<file path="src/rtl/hiqlu_pkg.sv">
// Shared types and constants of the history-indexed Q-learning update unit.
// Used by the multiplier, the top level and the checker; depends on nothing.
package hiqlu_pkg;

    // Value widths: Q16.16 entries, 16-bit coefficients, wide intermediates.
    localparam int Q_W    = 32;
    localparam int COEF_W = 16;
    localparam int DIFF_W = 35;
    localparam int PROD_W = COEF_W + 1 + DIFF_W;
    localparam int RND_W  = PROD_W + 1 - 16;
    localparam int SUM_W  = 38;
    localparam int ACT_W  = 4;
    localparam int OBS_W  = 3;
    localparam int MASK_W = 12;

    // Configuration port.
    localparam int PADDR_W = 3;
    localparam int PDATA_W = 32;
    localparam logic CFG_IDX_ALPHA = 1'b0;
    localparam logic CFG_IDX_GAMMA = 1'b1;
    localparam logic [COEF_W-1:0] ALPHA_RST = 16'd55706;
    localparam logic [COEF_W-1:0] GAMMA_RST = 16'd62259;

    // Saturation limits of a Q16.16 entry.
    localparam logic [Q_W-1:0] Q_POS_MAX = 32'h7FFF_FFFF;
    localparam logic [Q_W-1:0] Q_NEG_MAX = 32'h8000_0000;

    typedef enum logic [1:0] {
        OP_WRITE    = 2'd0,
        OP_SELECT   = 2'd1,
        OP_UPDATE   = 2'd2,
        OP_TERMINAL = 2'd3
    } t_opcode;

endpackage

</file>
<file path="src/rtl/hiqlu_mul.sv">
// Shared multiplier: unsigned 16-bit coefficient times a signed wide operand.
// Depends on hiqlu_pkg for the widths; the product is registered.
module hiqlu_mul
    import hiqlu_pkg::*;
(
    input  logic                     i_clk,
    input  logic                     i_en,
    input  logic [COEF_W-1:0]        i_coef,
    input  logic signed [DIFF_W-1:0] i_operand,
    output logic signed [PROD_W-1:0] o_product
);

    logic signed [PROD_W-1:0] r_product;

    // The coefficient gets a zero sign bit so the signed multiply stays exact.
    always_ff @(posedge i_clk) begin
        if (i_en) begin
            r_product <= $signed({1'b0, i_coef}) * i_operand;
        end
    end

    assign o_product = r_product;

endmodule

</file>
<file path="config.mk">
export PLATFORM = sky130hd
export DESIGN_NAME = hiqlu_mul
export DESIGN_NICKNAME = d
export VERILOG_FILES = /design/src/rtl/hiqlu_pkg.sv /design/src/rtl/hiqlu_mul.sv
export SDC_FILE = /design/constraint.sdc
export NUM_CORES = 1
export LEC_CHECK = 0
export BUFFER_PORTS_ARGS = -buffer_cell sky130_fd_sc_hd__buf_2
export CAP_MARGIN = 10
export CORE_UTILIZATION = 45
export DETAILED_ROUTE_END_ITERATION = 6
export GPL_ROUTABILITY_DRIVEN = 0
export SLEW_MARGIN = 20
export SYNTH_ARGS = -nofsm -noshare
export SYNTH_HDL_FRONTEND = slang
export SYNTH_SLANG_ARGS = --single-unit
</file>
<file path="constraint.sdc">
create_clock -name i_clk -period 6.8 [get_ports i_clk]
set_clock_uncertainty 0.2 [all_clocks]
set_input_delay 1.02 -clock i_clk [delete_from_list [all_inputs] [get_ports i_clk]]
set_output_delay 1.02 -clock i_clk [all_outputs]
set_load 0.05 [all_outputs]
</file>
---- Yosys cells after proc, flatten, opt, wreduce, memory -nomap -nowiden ----
Cells that the tools add are included.
word-level totals
  register bits after elaboration ......... 52
  input bits .............................. 53
  output and inout port bits .............. 52
  logic and storage cells ................. 2
cells by class
  multipliers ............................. 1
operators with widths
  kind              number
  $mul A17 B35 Y52  1

---- Logic depth before layout (Yosys ltp) ----
Gate-level depths: netlist of run 1.
  depth after elaboration ................. 1
  depth in mapped cells ................... 25

---- Worst setup path before layout of run 1 ----
No wires, ideal clock.
  kind .................................... input port to flip-flop
  start ................................... input port i_coef[8]
  end ..................................... register r_product[39] (netlist: o_product[39]) (data pin)
  data arrival time ....................... 6,768 ps
  slack ................................... -434 ps
  stages on the path ...................... 25
  buffers on the path ..................... 3
  cell sequence ........................... clkbuf_1 clkbuf_1 nand2_1 fa_1 inv_1 fa_1 inv_1 fa_1 inv_1 fa_1 fa_1 inv_1 fa_1 inv_1 ha_1 clkbuf_1 a21oi_1 nand2_1 o32ai_1 o21ai_1 a221o_1 a21oi_1 and3_1 o21ai_1 xor2_1
between the ends
  cells in the longest elaborated chain, start to end .. 1
RTL lines
  what                    line             RTL
  start: declaration      hiqlu_mul.sv:8   input logic [COEF_W-1:0] i_coef,
  $mul A17 B35 Y52        hiqlu_mul.sv:18  r_product <= $signed({1'b0, i_coef}) * i_operand;
  end signal: assignment  hiqlu_mul.sv:18
  end: declaration        hiqlu_mul.sv:13  logic signed [PROD_W-1:0] r_product;
Every way passes these cells.
A chain may end at the register's enable or synchronous reset.

---- Final worst setup path of run 1 ----
  start ................................... input port i_coef[8]
  end ..................................... register r_product[45] (netlist: o_product[45]) (data pin)
The elaborated chain is that of the path after synthesis.

==> impl_results.md, run 1 <==
- Worst Path Max Fanout: 7
- Ranking of synthesized cells by area: fa_1, inv_1, edfxtp_1
- Overflow after GRT: 0
- Die height: 219 microns
- Worst EP required: 6.66 ns
- Area Overhead vs Synth: 21.7%
- Initial cell density of the core: 0.455
- Final hold vios: 0
- Total I/O pin count: 105
- Net count after synthesis: 3,018
- Post-synth top area share: 0.503
- Most frequent cell after synthesis: inv_1
- Cell area after layout: 0.0257 sq mm
- Num rows: 79
- Die footprint: 0.0478 sq mm
- DR iter-0 viols: 783
- Nets: 3,320
- Finish-stage setup viols: 4
- Mapped Area: 0.0211 sq mm
- Cts bufs inserted: 5
- Routed length per placed instance: 18.0 microns
- Crit path top cell by count: fa_1
- Max-slew violation count: 0
- Maxcap violations: 0
- Failing checks: setup timing
- Port Buffers: 104
- Number of global-route vias before repair: 18,508
- Core Util, Final: 0.553
- Hold_ws: 1.11 ns
- Crit Path Class: input pin to register
- Yosys reg bits: 52
- HPWL Detailed: 48.6 mm
- Placed cell areas: 0.0243 sq mm
- Initial DRT Pass Iterations: 5
- TritonCTS clock tree: done
- Avg Vias per Cell: 5.03
- Least-Margin Pin Slew: 0.739 ns
- Htree depth: 2
- Status: finished, violations left
- Yosys cell types: 51
- Period utilization: 1.00
- Crit path DAT: 6.69 ns
- Largest net degree at the start of global routing: 53
- Max clock buf depth: 2
- Routed Wire Length: 58.1 mm
- Critical Path Max Stage Delay: 0.57 ns
- Clock slew at reported path FFs: 0.08 ns
- Async SR Flop Fraction: 0
- CTS root buffer: clkbuf_16
- Chip width: 219 microns
- Critical-path cell list: buf_6, buf_12, buf_12, nand2_1, fa_1, inv_1, fa_1, fa_2, fa_1, fa_1, inv_1, fa_1, inv_1, ha_4, nand4_1, nor4_4, a31oi_4, o211ai_1, nand2_2, o21ai_2, buf_6, a31o_4, a21oi_2, xnor2_1
- Post-synth EDFFs: 52
- Drt drc: 0
- ANT nets after route: 0
- Synthesis warning total: 0
- Fmax: 146 MHz
- Slowest stage cell, crit path: fa_1
- CP Launch Type: input pin
- # fillers: 4,219
- Largest register FFs: 52
- Worst hold path class: input pin to register
- GRT Overall Usage: 0.259
- Min Clock Period, post-route: 6.83 ns
- Most common library cells after synthesis: inv_1, fa_1, nand2_1, and2_1, ha_1
- Core Area: 0.0465 sq mm
- Ys flop type: edfxtp_1
- Clock sink count: 52
- Fraction of layout cells with a size suffix above 1: 0.210
- RSZ-0062 raised after global routing: true
- Cells after Synth: 2,311
- Rel. slew slack: 0.507
- Avg Inst Size Synth: 9.14 sq um
- Dominant cell type by area after synthesis: fa_1
- Post-route setup slack: -0.0308 ns
- First-pass GRT wire length: 95.3 mm
- Initial antenna violation count: 1
- Vias: 16,220
- Worst setup EP type: register
- Seq/Total Area, Yosys: 0.0739
[per-layer routing]
layer  global-route usage  part of all wire
met5                    0                 0
met4                0.103             0.045
met3               0.0196             0.028
met2                0.493              0.55
met1                0.298              0.38
[layout by cell type, fill, tap and decap left out, types with 22 or more instances in the layout]
cell and instances:
nor2_1 24, inv_1 607, ha_1 110, nand2_1 375
fa_2 22, edfxtp_1 52, buf_4 275, fa_1 509
a21oi_1 33, xnor2_1 34, and2_1 207, buf_6 24
buf_2 73
[layout make-up]
class	instances	area, sq um	share of cell area
Timing Repair Buffer	401	3260	0.127
Multi-Input combinational cell	1535	17600	0.686
Sequential cell	52	1560	0.0608
Clock buffer	5	125	0.00487
Clock inverter	3	46.3	0.00180
Tap cell	607	759	0.0295
Antenna cell	1	2.50	0.0000974
Inverter	618	2320	0.0903
[kinds of logic after synthesis]
logic type	count (synthesis)	share of synthesized area
flip-flops	52	0.0739
buffers and inverters	724	0.129
XOR/XNOR	54	0.0224
AO/OA/AOI/OAI	161	0.0505
adder cells (fa/ha/maj)	654	0.576
AND/OR/NAND/NOR	666	0.148
[worst paths after layout]
| path | cells past startpoint | endpoint | slack [ns] | startpoint |
|---|---|---|---|---|
| setup / recovery | 24 | o_product[45] | -0.03 | i_coef[8] |
| hold / removal | 3 | o_product[0] | 1.11 | i_operand[0] |
[repair_timing]
item / CTS / global route
buffers inserted: 8 / 14
resized for setup: 100 / 125
pin swaps: 50 / 58
hold buffers: 0 / 0
cloned: 2 / 2
endpoints found under the setup margin: 26 / 28
[worst max-delay path: cells and delay by family]
family	cells	cell delay, ns
fa+ha+maj	7	3.38
simple gates	4	0.79
compound gates	5	0.71
buf+inv	7	0.65
xor+xnor	1	0.12
[per-stage QoR]
step                setup WS (ns)  cells  setup TNS [ns]
CTS                       -0.0191   3208         -0.0191
global placement           -0.644   3190          -12.68
floorplan                -0.00912   2311         -0.0162
detailed placement         -0.689   3190          -14.62
finish                    -0.0308   3222         -0.0505
global route               -0.267   3222           -2.66
Power of run 1 is left out: the tool's default activity adds up to more than one toggle a clock period on the data nets, which glitch-free logic cannot reach.
==> run 2, diff against run 1 <==
--- a/config.mk
+++ b/config.mk
@@ -10,6 +10,7 @@
 export CORE_UTILIZATION = 45
 export DETAILED_ROUTE_END_ITERATION = 6
 export GPL_ROUTABILITY_DRIVEN = 0
+export PLACE_DENSITY = 0.62
 export SLEW_MARGIN = 20
 export SYNTH_ARGS = -nofsm -noshare
 export SYNTH_HDL_FRONTEND = slang
==> impl_results.md, run 2 (same netlist as run 1, synthesis figures left out) <==
- Chip width: 219 microns (unchanged)
- Crit path DAT: 6.68 ns (about the same)
- Worst setup EP type: register
- Vias: 16,301 (+0.50%)
- Period utilization: 1.00 (about the same)
- Most frequent cells in the layout: inv_1, fa_1, nand2_1
- Least-Margin Pin Slew: 0.733 ns (-0.00625 ns)
- CP Launch Type: input pin
- Crit Path Class: input pin to register
- Worst hold path class: input pin to register
- Routed Wire Length: 57.1 mm (-1.8%)
- Status: finished, violations left
- Clock sink count: 52 (unchanged)
- Nets: 3,336 (+0.48%)
- Min Clock Period, post-route: 6.83 ns (-0.00209 ns)
- Overflow after GRT: 0 (unchanged)
- Finish-stage setup viols: 2 (-2)
- Max-slew violation count: 0 (unchanged)
- Fmax: 146 MHz (about the same)
- # fillers: 4,178 (-0.97%)
- Number of global-route vias before repair: 18,696 (+1.0%)
- Rel. slew slack: 0.512 (+0.00416)
- TritonCTS clock tree: done
- Avg Vias per Cell: 5.04 (about the same)
- Initial DRT Pass Iterations: 7 (+2)
- HPWL Detailed: 48.3 mm (-0.51%)
- Num rows: 79 (unchanged)
- Max clock buf depth: 2 (unchanged)
- First-pass GRT wire length: 94.7 mm (-0.58%)
- Initial cell density of the core: 0.455 (unchanged)
- Core Area: 0.0465 sq mm (unchanged)
- # diodes: 0 (-1)
- Htree depth: 2 (unchanged)
- Routed length per placed instance: 17.6 microns (-2.2%)
- Fraction of layout cells with a size suffix above 1: 0.223 (+0.0124)
- Initial antenna violation count: 0 (-1)
- ANT nets after route: 0 (unchanged)
- Drt drc: 2 (+2)
- Failing checks: DRC, setup timing
- TNS Setup: -0.0564 ns (-0.00590 ns)
- RSZ-0062 raised after global routing: true
- Die height: 219 microns (unchanged)
- CTS root buffer: clkbuf_16
- Clock slew at reported path FFs: 0.07 ns (about the same)
- DR iter-0 viols: 773 (-1.3%)
- Post-route setup slack: -0.0287 ns (+0.00209 ns)
- Worst EP required: 6.65 ns (about the same)
- Worst Path Max Fanout: 4 (-3)
- GRT Overall Usage: 0.258 (-0.000606)
- Most common cell after layout, fill and taps aside: inv_1
- Largest net degree at the start of global routing: 53 (unchanged)
- Cts bufs inserted: 5 (unchanged)
- Die footprint: 0.0478 sq mm (unchanged)
- Maxcap violations: 0 (unchanged)
- Final hold vios: 0 (unchanged)
- Hold_ws: 1.15 ns (+0.0468 ns)
- Area Overhead vs Synth: 22.9%
- Largest register FFs: 52 (unchanged)
- Total I/O pin count: 105 (unchanged)
- Port Buffers: 104 (unchanged)
==> run 2: worst max-delay path, cell delays in order <==
cell and delay (ns):
buf_12 0.12, buf_16 0.11, buf_4 0.12, nand2_1 0.07
fa_1 0.53, inv_1 0.05, fa_1 0.46, fa_2 0.59
fa_2 0.44, fa_1 0.50, inv_1 0.06, fa_1 0.53
inv_1 0.08, ha_4 0.22, a21oi_2 0.15, o211ai_1 0.16
a2111oi_4 0.31, o211ai_1 0.20, nand2_2 0.18, o21ai_2 0.09
or3b_1 0.38, a31oi_2 0.21, xnor2_1 0.09
==> run 2: path summary, 6_finish.rpt <==
path / from / endpoint / slack, ns / cells past startpoint
max: i_coef[8] / o_product[51] / -0.03 / 23
min: i_operand[0] / o_product[0] / 1.15 / 3
==> run 2: final cells by class <==
class | instances | area, sq um | share of cell area
Clock buffer | 5 | 125 | 0.00482
Multi-Input combinational cell | 1535 | 17600 | 0.679
Sequential cell | 52 | 1560 | 0.0602
Tap cell | 607 | 759 | 0.0293
Clock inverter | 3 | 68.8 | 0.00265
Inverter | 618 | 2320 | 0.0894
Timing Repair Buffer | 417 | 3490 | 0.134
==> run 2: repair_timing <==
item	in CTS	in global routing
resized for setup	164	111
setup buffers	19	8
cloned	4	0
hold buffers	0	0
endpoints found under the setup margin	29	26
pin swaps	71	75
==> run 2: layer usage <==
layer / track usage / part of all wire
met3: 0.0302 / 0.036
met4: 0.122 / 0.057
met1: 0.287 / 0.37
met2: 0.486 / 0.54
met5: 0 / 0
==> run 2: per-stage QoR <==
step	area, sq um	setup WS [ns]	util	cells
after floorplan	21500	-0.00912	-	2311
after global placement	24400	-0.632	0.524	3201
after detailed placement	24400	-0.762	0.524	3201
after CTS	25400	-0.0375	0.548	3232
after global routing	26000	-0.252	0.559	3237
final	26000	-0.0287	0.559	3237
Power of run 2 is left out for the same reason.
==> run 3, diff against run 2 <==
--- a/config.mk
+++ b/config.mk
@@ -6,7 +6,8 @@
 export NUM_CORES = 1
 export LEC_CHECK = 0
 export BUFFER_PORTS_ARGS = -buffer_cell sky130_fd_sc_hd__buf_2
-export CAP_MARGIN = 10
+export CAP_MARGIN = 20
+export CORE_MARGIN = 5
 export CORE_UTILIZATION = 45
 export DETAILED_ROUTE_END_ITERATION = 6
 export GPL_ROUTABILITY_DRIVEN = 0
==> impl_results.md, run 3 (same netlist as run 1, synthesis figures left out) <==
- Placed cell areas: 0.0243 sq mm (about the same)
- Largest register FFs: 52 (unchanged)
- RSZ-0062 raised after global routing: true
- Fraction of layout cells with a size suffix above 1: 0.219 (-0.00423)
- Initial antenna violation count: 2 (+2)
- Met2 wire len: 32.6 mm (+5.7%)
- # diodes: 0 (unchanged)
- Chip width: 227 microns (+3.7%)
- Post-route insts no fill: 3,233 (-0.12%)
- CP Launch Type: input pin
- Vias: 16,353 (+0.32%)
- DR iter-0 viols: 627 (-19%)
- Area Overhead vs Synth: 22.7%
- Core Area: 0.0465 sq mm (unchanged)
- Post-route setup slack: -0.0253 ns (+0.00336 ns)
- Htree depth: 2 (unchanged)
- Failing checks: setup timing
- Initial cell density of the core: 0.455 (unchanged)
- Cells after DPL: 3,196 (-0.16%)
- Most common cell after layout, fill and taps aside: inv_1
- GRT Overall Usage: 0.234 (-0.0240)
- Worst hold path class: input pin to register
- Clock sink count: 52 (unchanged)
- WL met1: 21.3 mm (+1.8%)
- Drt drc: 0 (-2)
- Worst EP required: 6.66 ns (about the same)
- Largest net degree at the start of global routing: 53 (unchanged)
- Critical-path cell list: buf_12, buf_6, nand2_1, fa_1, inv_1, fa_1, fa_1, fa_2, fa_1, inv_1, fa_1, inv_2, ha_4, a211oi_4, nor2_4, o41ai_4, buf_4, a31oi_2, a311o_1, a211o_1, a21oi_2, xnor2_1
- Finish-stage setup viols: 2 (unchanged)
- Status: finished, violations left
- Port Buffers: 104 (unchanged)
- Routed Wire Length: 58.4 mm (+2.4%)
- Max clock buf depth: 2 (unchanged)
- Total I/O pin count: 105 (unchanged)
- Clock slew at reported path FFs: 0.08 ns (about the same)
- HPWL Detailed: 49.0 mm (+1.3%)
- Overflow after GRT: 0 (unchanged)
- Final hold vios: 0 (unchanged)
- Rel. slew slack: 0.505 (-0.00615)
- ANT nets after route: 0 (unchanged)
- Avg Vias per Cell: 5.06 (+0.44%)
- Least-Margin Pin Slew: 0.742 ns (+0.00923 ns)
- Met3 Routed Length: 2.28 mm (+11%)
- Hold_ws: 1.15 ns (-0.00256 ns)
- Hold EP: o_product[0]
- Die footprint: 0.0514 sq mm (+7.5%)
- Min Clock Period, post-route: 6.83 ns (-0.00336 ns)
- DR top layer: met4
- Worst Hold Path Cells: 3 (unchanged)
- Worst Path Max Fanout: 12 (+8)
- Crit path top cell by count: fa_1
- Cts hold-fix bufs: 0 (unchanged)
- Num rows: 79 (unchanged)
- Core Util, Final: 0.558 (-0.000727)
- CTS root buffer: clkbuf_16
- Routed length per placed instance: 18.1 microns (+2.5%)
- Number of global-route vias before repair: 18,820 (+0.66%)
- Crit Path Class: input pin to register
- Cts bufs inserted: 5 (unchanged)
- Fmax: 147 MHz (about the same)
- Max-slew violation count: 0 (unchanged)
- TritonCTS clock tree: done
- Die height: 227 microns (+3.7%)
- First-pass GRT wire length: 95.3 mm (+0.64%)
- Maxcap violations: 0 (unchanged)
- Nets: 3,332 (-0.12%)
- Hold path startpoint: i_coef[0]
- Most frequent cells in the layout: inv_1, fa_1, nand2_1
- Crit path DAT: 6.68 ns (about the same)
- Critical Path Max Stage Delay: 0.64 ns (+0.05 ns)
- Slowest stage cell, crit path: fa_1
- Initial DRT Pass Iterations: 5 (-2)
- Worst setup EP type: register
- Period utilization: 1.00 (about the same)
- Cell area after layout: 0.0259 sq mm (-0.13%)
[run 3: worst max-delay path: cells and delay by family]
family          cells  cell delay [ns]
fa+ha+maj           7             3.36
buf+inv             6             0.57
xor+xnor            1             0.08
compound gates      6             1.50
simple gates        2             0.14
[run 3: area by class of cell]
type,count,area (sq um)
Clock buffer,5,125
Clock inverter,3,46.3
Timing Repair Buffer,413,3500
Tap cell,607,759
Fill cell,4189,20500
Inverter,618,2320
Sequential cell,52,1560
Multi-Input combinational cell,1535,17600
[run 3: stage by stage]
| stage | setup WS (ns) | setup TNS, ns |
|---|---|---|
| after floorplan | -0.00912 | -0.0162 |
| after global placement | -0.693 | -15.69 |
| after detailed placement | -0.732 | -16.60 |
| after CTS | -0.00368 | -0.00714 |
| after global routing | -0.215 | -1.42 |
| final | -0.0253 | -0.0353 |
[run 3: layer usage]
layer	vias up	track usage
met1	8526	0.263
met4	0	0.0772
met5	-	0
met2	398	0.456
met3	133	0.0285
li1	7296	-
[run 3: how the worst max path moves through the flow]
stage,slack (ns),depth (start not counted),endpoint,from
6_report,-0.03,22,o_product[40],i_operand[15]
5_1_grt,-0.22,23,o_product[40],i_coef[8]
4_1_cts,-0.004,26,o_product[40],i_coef[8]
3_5_place_dp,-0.73,22,o_product[51],i_coef[2]
3_3_place_gp,-0.69,22,o_product[39],i_coef[4]
2_1_floorplan,-0.009,22,o_product[51],i_coef[8]
[run 3: repair_timing]
item                       4_1_cts  5_1_grt
gates cloned                     1        3
pin swaps                       29      105
resized for setup               70      203
buffers inserted                 2       24
setup endpoints to repair       29       25
Power of run 3 is left out for the same reason.
